### src/hw/rtl/pwt_pkg.sv
// Package for the priority-ordered warning table.
// Holds field widths, the operation codes and the command, result and entry words.
// No dependencies.
`timescale 1ns / 1ps

package pwt_pkg;

    localparam int ID_W         = 8;
    localparam int PRI_W        = 8;
    localparam int COUNT_W      = 5;
    localparam int CAPACITY_DEF = 16;

    typedef enum logic [1:0] {
        MODE_INSERT = 2'd0,
        MODE_REMOVE = 2'd1,
        MODE_LOOKUP = 2'd2,
        MODE_CLEAR  = 2'd3
    } mode_t;

    typedef struct packed {
        mode_t              mode;
        logic [ID_W-1:0]    warning_id;
        logic [PRI_W-1:0]   new_priority;
    } cmd_t;

    typedef struct packed {
        logic               done_ok;
        logic               table_full;
        logic [PRI_W-1:0]   found_priority;
        logic               head_valid;
        logic [ID_W-1:0]    head_id;
        logic [PRI_W-1:0]   head_priority;
        logic [ID_W-1:0]    tail_id;
        logic [COUNT_W-1:0] entry_count;
    } result_t;

    typedef struct packed {
        logic [ID_W-1:0]    id;
        logic [PRI_W-1:0]   pri;
    } entry_t;

endpackage

### src/hw/rtl/pwt_ram.sv
// Generic single-write, single-read synchronous RAM with registered read data.
// No dependencies.
`timescale 1ns / 1ps

module pwt_ram #(
    parameter int WIDTH = 16,
    parameter int DEPTH = 16,
    localparam int AW = (DEPTH > 1) ? $clog2(DEPTH) : 1
) (
    input  logic             clk,
    input  logic             we,
    input  logic [AW-1:0]    waddr,
    input  logic [WIDTH-1:0] wdata,
    input  logic             re,
    input  logic [AW-1:0]    raddr,
    output logic [WIDTH-1:0] rdata
);

    logic [WIDTH-1:0] mem [DEPTH];

    always_ff @(posedge clk)
    begin
        if (we)
        begin
            mem[waddr] <= wdata;
        end
        if (re)
        begin
            rdata <= mem[raddr];
        end
    end

endmodule

### src/hw/rtl/priority_ordered_warning_table.sv
// Top level of the priority-ordered warning table: sequencer walking the entry RAM.
// Depends on pwt_pkg (types, codes) and pwt_ram (entry storage).
`timescale 1ns / 1ps
//
// Channel   Handshake        Word
// -------   --------------   ----------------------------------------------
// command   start / busy     cmd    (mode, warning_id, new_priority)
// result    done (strobe)    result (flags, found priority, head, tail, count)
//
// One RAM read port sets the pace: each visited entry is read in ST_READ and
// gets its modify/write step in ST_PROC. Insert walks up to the free slot past the end,
// remove walks every entry and lookup stops at the hit (the last entry on a miss);
// a rejected insert and clear skip the walk. Head and tail are fetched from the
// RAM after the walk; an operation that leaves the table empty skips the fetch.
// Reset clears the count only; the RAM is not swept, and stale slots beyond the count
// never reach a result. done is high for one cycle; the receiver cannot stall.

module priority_ordered_warning_table #(
    parameter int CAPACITY = pwt_pkg::CAPACITY_DEF
) (
    input  logic            clk,
    input  logic            rst_n,
    input  logic            start,
    output logic            busy,
    input  pwt_pkg::cmd_t   cmd,
    output logic            done,
    output pwt_pkg::result_t result
);

    import pwt_pkg::*;

    localparam int AW = (CAPACITY > 1) ? $clog2(CAPACITY) : 1;
    localparam int CW = $clog2(CAPACITY + 1);
    localparam int EW = $bits(entry_t);

    typedef enum logic [2:0] {
        ST_IDLE,
        ST_READ,
        ST_PROC,
        ST_HEAD,
        ST_HWAIT,
        ST_TWAIT
    } state_t;

    state_t           state_reg;
    mode_t            op_reg;
    logic [ID_W-1:0]  id_reg;
    logic [PRI_W-1:0] pri_reg;
    logic [CW-1:0]    idx_reg;
    logic [CW-1:0]    occ_reg;
    logic             found_reg;
    entry_t           carry_reg;
    logic             ok_reg;
    logic             full_reg;
    logic [PRI_W-1:0] fpri_reg;
    entry_t           head_reg;
    logic             done_reg;
    result_t          result_reg;

    logic             mem_we;
    logic [AW-1:0]    mem_waddr;
    entry_t           mem_wdata;
    logic             mem_re;
    logic [AW-1:0]    mem_raddr;
    logic [EW-1:0]    mem_rdata;
    entry_t           rd_entry;

    logic             at_end;
    logic             at_last;
    logic             take_slot;
    logic [CW-1:0]    idx_dec;
    logic [CW-1:0]    occ_dec;
    logic [CW+COUNT_W-1:0] occ_ext;

    assign rd_entry  = entry_t'(mem_rdata);
    assign at_end    = (idx_reg == occ_reg);
    assign at_last   = (CW'(idx_reg + 1'b1) == occ_reg);
    assign take_slot = at_end || (rd_entry.pri <= pri_reg);
    assign idx_dec   = CW'(idx_reg - 1'b1);
    assign occ_dec   = CW'(occ_reg - 1'b1);
    assign occ_ext   = {{COUNT_W{1'b0}}, occ_reg};

    assign busy   = (state_reg != ST_IDLE);
    assign done   = done_reg;
    assign result = result_reg;

    always_comb
    begin
        mem_re    = 1'b0;
        mem_raddr = idx_reg[AW-1:0];
        unique case (state_reg)
            ST_READ:
            begin
                mem_re    = 1'b1;
                mem_raddr = idx_reg[AW-1:0];
            end
            ST_HEAD:
            begin
                mem_re    = (occ_reg != '0);
                mem_raddr = '0;
            end
            ST_HWAIT:
            begin
                mem_re    = 1'b1;
                mem_raddr = occ_dec[AW-1:0];
            end
            default:
            begin
                mem_re    = 1'b0;
            end
        endcase
    end

    always_comb
    begin
        mem_we    = 1'b0;
        mem_waddr = idx_reg[AW-1:0];
        mem_wdata = carry_reg;
        if (state_reg == ST_PROC)
        begin
            unique case (op_reg)
                MODE_INSERT:
                begin
                    if (found_reg)
                    begin
                        mem_we    = 1'b1;
                        mem_wdata = carry_reg;
                    end
                    else if (take_slot)
                    begin
                        mem_we    = 1'b1;
                        mem_wdata = '{id: id_reg, pri: pri_reg};
                    end
                end
                MODE_REMOVE:
                begin
                    if (found_reg)
                    begin
                        mem_we    = 1'b1;
                        mem_waddr = idx_dec[AW-1:0];
                        mem_wdata = rd_entry;
                    end
                end
                default:
                begin
                    mem_we = 1'b0;
                end
            endcase
        end
    end

    pwt_ram #(
        .WIDTH (EW),
        .DEPTH (CAPACITY)
    ) u_entries (
        .clk   (clk),
        .we    (mem_we),
        .waddr (mem_waddr),
        .wdata (EW'(mem_wdata)),
        .re    (mem_re),
        .raddr (mem_raddr),
        .rdata (mem_rdata)
    );

    always_ff @(posedge clk or negedge rst_n)
    begin
        if (!rst_n)
        begin
            state_reg <= ST_IDLE;
            occ_reg   <= '0;
            done_reg  <= 1'b0;
            found_reg <= 1'b0;
            ok_reg    <= 1'b0;
            full_reg  <= 1'b0;
            idx_reg   <= '0;
            op_reg    <= MODE_INSERT;
        end
        else
        begin
            done_reg <= 1'b0;
            unique case (state_reg)
                ST_IDLE:
                begin
                    if (start)
                    begin
                        op_reg    <= cmd.mode;
                        id_reg    <= cmd.warning_id;
                        pri_reg   <= cmd.new_priority;
                        idx_reg   <= '0;
                        found_reg <= 1'b0;
                        ok_reg    <= 1'b0;
                        full_reg  <= 1'b0;
                        fpri_reg  <= '0;
                        unique case (cmd.mode)
                            MODE_INSERT:
                            begin
                                if (occ_reg == CW'(CAPACITY))
                                begin
                                    full_reg  <= 1'b1;
                                    state_reg <= ST_HEAD;
                                end
                                else
                                begin
                                    state_reg <= ST_READ;
                                end
                            end
                            MODE_REMOVE, MODE_LOOKUP:
                            begin
                                state_reg <= (occ_reg == '0) ? ST_HEAD : ST_READ;
                            end
                            MODE_CLEAR:
                            begin
                                occ_reg   <= '0;
                                ok_reg    <= 1'b1;
                                state_reg <= ST_HEAD;
                            end
                        endcase
                    end
                end
                ST_READ:
                begin
                    state_reg <= ST_PROC;
                end
                ST_PROC:
                begin
                    state_reg <= ST_READ;
                    idx_reg   <= CW'(idx_reg + 1'b1);
                    unique case (op_reg)
                        MODE_INSERT:
                        begin
                            carry_reg <= rd_entry;
                            if (take_slot)
                            begin
                                found_reg <= 1'b1;
                            end
                            if (at_end)
                            begin
                                occ_reg   <= CW'(occ_reg + 1'b1);
                                ok_reg    <= 1'b1;
                                state_reg <= ST_HEAD;
                            end
                        end
                        MODE_REMOVE:
                        begin
                            if (rd_entry.id == id_reg)
                            begin
                                found_reg <= 1'b1;
                            end
                            if (at_last)
                            begin
                                if (found_reg || (rd_entry.id == id_reg))
                                begin
                                    occ_reg <= occ_dec;
                                    ok_reg  <= 1'b1;
                                end
                                state_reg <= ST_HEAD;
                            end
                        end
                        MODE_LOOKUP:
                        begin
                            if (rd_entry.id == id_reg)
                            begin
                                fpri_reg  <= rd_entry.pri;
                                ok_reg    <= 1'b1;
                                state_reg <= ST_HEAD;
                            end
                            else if (at_last)
                            begin
                                state_reg <= ST_HEAD;
                            end
                        end
                        default:
                        begin
                            state_reg <= ST_HEAD;
                        end
                    endcase
                end
                ST_HEAD:
                begin
                    if (occ_reg == '0)
                    begin
                        done_reg                  <= 1'b1;
                        result_reg.done_ok        <= ok_reg;
                        result_reg.table_full     <= full_reg;
                        result_reg.found_priority <= fpri_reg;
                        result_reg.head_valid     <= 1'b0;
                        result_reg.head_id        <= '0;
                        result_reg.head_priority  <= '0;
                        result_reg.tail_id        <= '0;
                        result_reg.entry_count    <= '0;
                        state_reg                 <= ST_IDLE;
                    end
                    else
                    begin
                        state_reg <= ST_HWAIT;
                    end
                end
                ST_HWAIT:
                begin
                    head_reg  <= rd_entry;
                    state_reg <= ST_TWAIT;
                end
                ST_TWAIT:
                begin
                    done_reg                  <= 1'b1;
                    result_reg.done_ok        <= ok_reg;
                    result_reg.table_full     <= full_reg;
                    result_reg.found_priority <= fpri_reg;
                    result_reg.head_valid     <= 1'b1;
                    result_reg.head_id        <= head_reg.id;
                    result_reg.head_priority  <= head_reg.pri;
                    result_reg.tail_id        <= rd_entry.id;
                    result_reg.entry_count    <= occ_ext[COUNT_W-1:0];
                    state_reg                 <= ST_IDLE;
                end
                default:
                begin
                    state_reg <= ST_IDLE;
                end
            endcase
        end
    end

`ifndef SYNTHESIS
    a_no_rw_overlap: assert property (@(posedge clk) disable iff (!rst_n)
        (mem_we && mem_re) |-> (mem_waddr != mem_raddr))
        else $error("entry RAM read and write hit the same slot");

    a_occ_bound: assert property (@(posedge clk) disable iff (!rst_n)
        occ_reg <= CW'(CAPACITY))
        else $error("entry count above capacity");

    a_done_single: assert property (@(posedge clk) disable iff (!rst_n)
        done_reg |=> !done_reg)
        else $error("result strobe held longer than one cycle");

    a_accept_busy: assert property (@(posedge clk) disable iff (!rst_n)
        (start && !busy) |=> busy)
        else $error("accepted command did not raise busy");

    a_full_not_ok: assert property (@(posedge clk) disable iff (!rst_n)
        (done_reg && result_reg.table_full) |-> !result_reg.done_ok)
        else $error("rejected insert reported as stored");
`endif

endmodule
### config.mk
export PLATFORM = sky130hd
export DESIGN_NAME = priority_ordered_warning_table
export DESIGN_NICKNAME = d
export VERILOG_FILES = /design/src/hw/rtl/pwt_pkg.sv /design/src/hw/rtl/pwt_ram.sv /design/src/hw/rtl/priority_ordered_warning_table.sv
export SDC_FILE = /design/constraint.sdc
export NUM_CORES = 1
export LEC_CHECK = 0
export BUFFER_PORTS_ARGS = -buffer_cell sky130_fd_sc_hd__clkbuf_2
export CORE_UTILIZATION = 55
export CTS_CLUSTER_SIZE = 30
export DETAILED_ROUTE_END_ITERATION = 7
export PLACE_DENSITY = 0.75
export SETUP_SLACK_MARGIN = 0.5
export SYNTH_ARGS = -nofsm -noshare
export SYNTH_HDL_FRONTEND = slang
export SYNTH_SLANG_ARGS = --single-unit
### constraint.sdc
create_clock -name clk -period 4.2 [get_ports clk]
set_input_delay 0.21 -clock clk [delete_from_list [all_inputs] [get_ports clk]]
set_output_delay 0.21 -clock clk [all_outputs]
set_load 0.01 [all_outputs]
==> metrics.md, run 1 <==
| Metric | Value |
|---|---|
| Status | completed |
| Synth-to-layout area growth | 14.2% |
| Worst VDD drop | 318 uV |
| Hold path endpoint | op_reg[0] |
| Pwr Density | ~680 nW/um2 |
| Postcts setup bufs | 0 |
| Initial Util | 56.0% |
| Core area | approximately 29,000 um2 |
| Die footprint | between 20,000 and 30,000 um2 |
| #FFs+latches synth | ~390 |
| Period utilization | a little over four fifths |
| CTS root buffer | clkbuf_16 |
| Reg2Reg Depth | 6 |
| WL/cell | approximately 23 um |
| Dpl hpwl | between 20,000 and 25,000 um |
| Min Tclk post-route | around 3.5 ns |
| Inserted Clock Buffers | 38 |
| Post-route ant nets | 0 |
| Share of layout cells above drive strength 1 | between 10% and 20% |
| CTS clk-pin slew, worst paths | 0.06 ns |
| H-tree depth | 2 |
| Seq/Total Area, Yosys | between 70% and 80% |
| Routed wire length | 34,500 um |
| Static Leak | about 7 nW |
| DRC Markers | 0 |
| Slowest-stage cell, CP | dfrtp_1 |
| Tot GR Track Use | a little under a quarter |
| Die width | ~170 um |
| CP arrival | about 3.7 ns |
| R2r setup slk | 0.69 ns |
| Syn Area/Cell | around 16 um2 |
| Final nets | 1,150 |
| Async set-reset flop share out of synthesis | about 4.9% |
| Die Ht | approximately 170 um |
| Max_cap viols | 0 |
| CTS tree | built |
| EDFF count, synth | between 300 and 400 |
| Critical path fanouts, max | 19 |
| Final setup skew | about 0.03 ns |
| RSZ-0062 raised after global routing | no |
| Post-synthesis instance area | ~16,000 um2 |
| Max reg flops | about 260 |
| Hold Startpoint | cmd[16] |
| Clock Latency Late Sink | roughly 0.55 ns |
| CP Class | flop to flop |
| 1st-pass router iterations | 5 |
| CP Cell Sequence | or3b_1 > o221ai_4 > buf_4 > mux2i_1 > o22ai_1 > or4_1 |
| Antenna cells | 0 |
| Largest stage delay, worst path | 0.70 ns |
| Post-synth top flop | edfxtp_1 |
| Critical path required time | around 4.4 ns |
| CP Capture Type | flop |
| Final hold viol count | 0 |
| Largest net degree at the start of global routing | 53 |
| Overflow left after global routing | 0 |
| Syn Nets | ~1,100 |
| Setup TNS | 0 ns |
| Routability cong. | between 0.8 and 0.9 |
| DRT iter0 DRCs | 929 |
| Startpoint class of the critical path | flop |
| Sink Count | 387 |
| Fmax | approximately 0.29 GHz |
| Antenna violations before repair | 0 |
| Reg-to-reg endpoint | u_entries.rdata[11] |
| Rows | between 60 and 70 |
| Final setup vio count | 0 |
| I/O Buffers | between 60 and 70 |
| RR Startpoint | state_reg[2] |
| Max-slew violations | 0 |
| Mean number of vias per cell | around 6.1 |
| Hold crit path type | input pin to flop |
| Synth warn | 0 |
| Global-route wire length before repair | 52,600 um |
| Synth Instances | 1,025 |
| Relative slew margins | around 14% |
| Commonest cells after routing, fill and taps aside | 368 x edfxtp_1, 137 x mux2i_1, 65 x o22ai_1, 62 x clkbuf_2, 38 x clkbuf_16 |
| Vias | slightly above 9,000 |
| Commonest non-fill, non-tap cell in the layout | edfxtp_1 |
| Hold Path Stages | 3 |
| Slew @ Worst Pin | ~1.3 ns |
| # IOs | between 60 and 70 |
| Vias in the first global route | a little over 9,000 |
| Tot Pwr | approximately 0.013 W |
| CTS max path bufs | 3 |
| Unique masters post-synth | 68 |
[cell usage after synthesis, types with 5 or more instances]
cell type	instances	area (um2)
a21oi_1	21	105
a22o_1	13	114
a31oi_1	8	50.1
and2_0	8	50.1
and2_1	14	87.6
and3_1	35	219
buf_2	30	150
clkbuf_1	28	105
dfrtp_1	19	475
edfxtp_1	368	11100
ha_1	15	188
inv_1	25	93.8
mux2i_1	137	1370
nand2_1	31	116
nand2b_1	5	31.3
nand3_1	7	35.0
nand4_1	6	37.5
nor2_1	26	97.6
nor3_1	12	60.1
nor4_1	13	81.3
o21ai_0	15	75.1
o22ai_1	65	407
o32a_1	12	120
or4_1	17	128
xnor2_1	15	131
xor2_1	6	52.6
[power breakdown]
part	internal (W)	switching, W	leakage, nW
Sequential	0.00520	0.000403	3.60
Combinational	0.00132	0.00241	2.82
Clock	0.00184	0.00138	0.577
Total	0.00837	0.00420	7.00
[worst max-delay path by stage]
stage,end,start,depth (start not counted)
2_1_floorplan,u_entries.mem[1][0],idx_reg[1],9
3_5_place_dp,u_entries.rdata[11],state_reg[2],6
3_3_place_gp,u_entries.rdata[11],state_reg[2],6
5_1_grt,u_entries.mem[8][6],idx_reg[0],6
4_1_cts,u_entries.rdata[11],state_reg[2],6
6_report,u_entries.rdata[11],state_reg[2],6
[per-stage QoR]
step	hold slack [ns]	instance area, um2	setup slack (ns)	utilization (%)	instances
after CTS	0.00582	18400	0.697	64.0	1524
after floorplan	-0.0856	16100	0.206	-	1025
after detailed placement	0.225	17000	0.765	59.2	1440
after global routing	0.0214	18400	0.525	64.0	1524
after global placement	0.218	17000	0.768	59.2	1440
final	0.0228	18400	0.693	64.0	1524
[final cells by class]
type                    instances  area (um2)
flip-flops and latches        387       11500
fillers                      1997       10300
multi-input cells             547        4300
clock buffers                  49        1010
repair buffers                114         771
well taps                     384         480
clock inverters                17         171
inverters                      26        97.6
[logic make-up (layout without fill, tap and decap cells)]
group | after synthesis | in the layout | synth area share (%)
AO/OA/AOI/OAI | 173 | 173 | 7.58
XOR/XNOR | 23 | 23 | 1.43
AND/OR/NAND/NOR | 198 | 198 | 7.06
adder cells (fa/ha/maj) | 15 | 15 | 1.17
buffers and inverters | 91 | 206 | 2.46
flip-flops | 387 | 387 | 71.7
multiplexers | 138 | 138 | 8.60
[metal layers]
layer | global-route usage, % | wire length, um | vias to the layer above
li1 | - | - | 4217
met1 | 31.3 | 14100 | 4629
met2 | 38.9 | 17000 | 400
met3 | 3.58 | 2560 | 64
met4 | 7.74 | 809 | 0
met5 | 0 | 0 | -
[critical path: cells and delay by family, from the launching register on]
kind | cells | cell delay, ns
simple gates | 2 | 1.20
flops | 1 | 0.70
compound gates | 2 | 0.61
buf+inv | 1 | 0.42
mux | 1 | 0.24
[timing repair]
item | in CTS | in global routing
hold buffers | 18 | 0
gates resized for setup | 0 | 0
hold endpoints to repair | 36 | 0
Power figures use the tool's default switching activity.
==> inputs of run 2 (changes only) <==
--- a/config.mk
+++ b/config.mk
@@ -5,6 +5,7 @@
 export SDC_FILE = /design/constraint.sdc
 export NUM_CORES = 1
 export LEC_CHECK = 0
+export ABC_AREA = 1
 export BUFFER_PORTS_ARGS = -buffer_cell sky130_fd_sc_hd__clkbuf_2
 export CORE_UTILIZATION = 55
 export CTS_CLUSTER_SIZE = 30
==> constraint.sdc (replaced) <==
create_clock -name clk -period 2.85 [get_ports clk]
set_input_delay 0.1425 -clock clk [delete_from_list [all_inputs] [get_ports clk]]
set_output_delay 0.1425 -clock clk [all_outputs]
set_load 0.01 [all_outputs]
==> metrics.md, run 2 <==
| Metric | Value |
|---|---|
| H-tree depth | 2 (unchanged) |
| Most frequent cell after synthesis | edfxtp_1 |
| Most frequent cells after synthesis | 368 x edfxtp_1, 290 x nand2_1, 199 x inv_1, 145 x nand3_1, 93 x nor2_1 |
| Yosys top cell area share | 66.2% (-2.5 points) |
| Critical path fanouts, max | 17 (-2) |
| Sequential power share | 37.5% (-7.1 points) |
| Total internal power | 0.0131 W (+56%) |
| Max-slew violations | 0 (unchanged) |
| Share of layout cells above drive strength 1 | 20.0% (+3.9 points) |
| Routed wire length | 41,300 um (+20%) |
| Clock Latency Late Sink | 0.53 ns (-0.02 ns) |
| Pwr Density | 1040 nW/um2 (+53%) |
| Core area | 29,700 um2 (+3.5%) |
| Vias | 11,800 (+26%) |
| Final nets | 1,668 (+45%) |
| Hold crit path type | input pin to async pin |
| Syn Nets | 1,522 (+43%) |
| CTS clk-pin slew, worst paths | 0.06 ns (about the same) |
| Final setup skew | 0.0156 ns (-0.0147 ns) |
| Routability cong. | 0.866 (+3.2%) |
| Antenna cells | 0 (unchanged) |
| Gate power share | 39.2% (+9.5 points) |
| Min Tclk post-route | 2.46 ns (-1.05 ns) |
| Inserted Clock Buffers | 40 (+5.3%) |
| Slew @ Worst Pin | 0.942 ns (-0.349 ns) |
| Setup ws final | 0.392 ns (-0.302 ns) |
| WL/cell | 20.1 um (-11%) |
| Max_cap viols | 0 (unchanged) |
| DRT iter0 DRCs | 1,369 (+47%) |
| I/O Buffers | 62 (unchanged) |
| Mean number of vias per cell | 5.73 (-6.2%) |
| Sink Count | 387 (unchanged) |
| EDFF count, synth | 368 (unchanged) |
| Placed cell areas | 17,900 um2 (+5.1%) |
| Critical path required time | 3.09 ns (-1.35 ns) |
| Post-synth top flop | edfxtp_1 |
| Number of filler cells placed in the layout | 2,025 (+1.4%) |
| Unique masters post-synth | 35 (-49%) |
| Commonest non-fill, non-tap cell in the layout | edfxtp_1 |
| Setup TNS | 0 ns (unchanged) |
| Antenna violations before repair | 1 (+1) |
| Overflow left after global routing | 0 (unchanged) |
| Die footprint | 31,000 um2 (+3.8%) |
| Relative slew margins | 37.2% (+23 points) |
| Final setup vio count | 0 (unchanged) |
| Register Area | 11,500 um2 (about the same) |
| CP Capture Type | flop |
| Initial Util | 56.2% (+0.15 points) |
| Die Ht | 176 um (+1.9%) |
| Fmax | 0.407 GHz (+43%) |
| Startpoint class of the critical path | flop |
| RSZ-0062 raised after global routing | yes |
| Sw frac | 38.2% (+4.8 points) |
| Multi-input logic area | 4600 um2 (+6.9%) |
| Final hold slack | 0.121 ns (+0.0979 ns) |
| Fin area | 20,300 um2 (+10%) |
| R2r setup slk | 0.39 ns (-0.30 ns) |
| Async set-reset flop share out of synthesis | 4.91% (unchanged) |
| Period utilization | 86.3% (+2.8 points) |
| Synth-to-layout area growth | 21.5% |
| Die width | 176 um (+1.9%) |
| Static Leak | 7.96 nW (+14%) |
| Seq/Total Area, Yosys | 69.1% (-2.6 points) |
| Top cells by area, synth | edfxtp_1 66%, nand2_1 6.5%, inv_1 4.5% |
| Tot GR Track Use | 26.0% (+2.7 points) |
| Max reg flops | 256 (unchanged) |
| Worst VDD drop | 602 uV (+89%) |
| CP Class | flop to flop |
| Syn Area/Cell | 11.2 um2 (-28%) |
| Rows | 63 (+1.6%) |
| Post-synthesis instance area | 16,700 um2 (+3.8%) |
| CTS tree | built |
| Synth warn | 0 (unchanged) |
| CTS max path bufs | 3 (unchanged) |
| Synth Instances | 1,486 (+45%) |
| Tot Pwr | 0.0212 W (+68%) |
| Post-route ant nets | 0 (unchanged) |
| CP arrival | 2.70 ns (-1.04 ns) |
| Status | completed |
| DRC Markers | 0 (unchanged) |
| Net Sw Power | 0.00809 W (+93%) |
| # IOs | 63 (unchanged) |
| Commonest cells after routing, fill and taps aside | 368 x edfxtp_1, 265 x nand2_1, 189 x inv_1, 132 x nand3_1, 74 x o21ai_0 |
| Dpl hpwl | 23,500 um (+14%) |
| Pre-CTS WS | 0.166 ns (-0.599 ns) |
| Final hold viol count | 0 (unchanged) |
| CTS root buffer | clkbuf_16 |
| Global-route wire length before repair | 61,000 um (+16%) |
| #FFs+latches synth | 387 (unchanged) |
| Yosys top cell by area | edfxtp_1 |
| Largest net degree at the start of global routing | 80 (+51%) |
| Clk pwr share | 23.3% (-2.4 points) |
| Vias in the first global route | 11,000 (+20%) |
| 1st-pass router iterations | 5 (unchanged) |
==> run 2: cell types whose count changed after synthesis, moves of 14 or more <==
cell / previous run / this run
a21oi_1: 21 / 79
nor2_1: 26 / 93
or2_2: 1 / 18
o211ai_1: 3 / 64
and3_1: 35 / 0
mux2i_1: 137 / 0
nand3_1: 7 / 145
inv_1: 25 / 199
or4_1: 17 / 0
and2_1: 14 / 0
o22ai_1: 65 / 5
o21ai_0: 15 / 74
nand2_1: 31 / 290
==> run 2: cell type report <==
| class | instances | area share [%] |
|---|---|---|
| Inverter | 205 | 3.84 |
| Tap cell | 390 | 2.41 |
| Sequential cell | 387 | 56.9 |
| Multi-Input combinational cell | 824 | 22.7 |
| Clock inverter | 21 | 0.907 |
| Clock buffer | 51 | 5.14 |
| Timing Repair Buffer | 174 | 8.16 |
==> run 2: power by group through the flow <==
stage	Clock [W]	Sequential (W)	Combinational, W
6_report	0.00493	0.00795	0.00829
5_1_grt	0.00518	0.00801	0.00894
4_1_cts	0.00496	0.00792	0.00733
3_5_place_dp	0	0.00804	0.00676
3_3_place_gp	0	0.00800	0.00665
2_1_floorplan	0	0.00795	0.00448
==> run 2: critical path, stage by stage (launching register included) <==
cell      delay (ns)
dfrtp_2         0.44
inv_2           0.09
nand3_2         0.11
nor2_4          0.15
buf_6           0.16
clkinv_1        0.08
buf_4           0.20
nor2_2          0.14
a21oi_4         0.07
nor2_4          0.20
nand2_4         0.12
nor2_4          0.15
clkbuf_4        0.24
==> run 2: timing repair <==
| item | CTS | global route |
|---|---|---|
| resized for setup | 57 | 82 |
| endpoints found under the hold margin | 40 | 0 |
| setup buffers | 14 | 9 |
| hold buffers | 20 | 0 |
| pin swaps | 13 | 23 |
| setup endpoints to repair | 528 | 533 |
| gates cloned | 3 | 8 |
==> run 2: path summary, 6_finish.rpt <==
kind / from / endpoint / cells after the start
min in group clk: cmd[13] / id_reg[5] / 2
worst max register to register: state_reg[0] / u_entries.mem[8][11] / 12
worst min-delay path: rst_n / full_reg / 3
worst min register to register: fpri_reg[5] / result[35] / 0
worst max-delay path: state_reg[0] / u_entries.mem[8][11] / 12
max in group asynchronous: rst_n / state_reg[0] / 3
==> run 2: kinds of logic (layout without fill, tap and decap cells) <==
family	count (synthesis)	count (layout)	share of synthesized area, %
compound gates	233	233	8.22
simple gates	562	562	14.3
flops	387	387	69.1
buf+inv	275	451	6.56
xor+xnor	14	14	0.735
fa+ha+maj	15	15	1.12
==> run 2: per-stage QoR <==
step           instances  utilization [%]
3_5_place_dp        1926             60.1
6_report            2052             68.2
5_1_grt             2052             68.2
2_1_floorplan       1486                -
4_1_cts             2035             66.4
3_3_place_gp        1926             60.1
==> run 2: metal layers <==
metal	GRT usage, %	vias to the layer above	wire length [um]
li1	-	5403	-
met1	36.5	5602	16500
met2	41.5	649	19800
met3	3.57	104	3650
met4	9.60	2	1420
met5	0	-	13
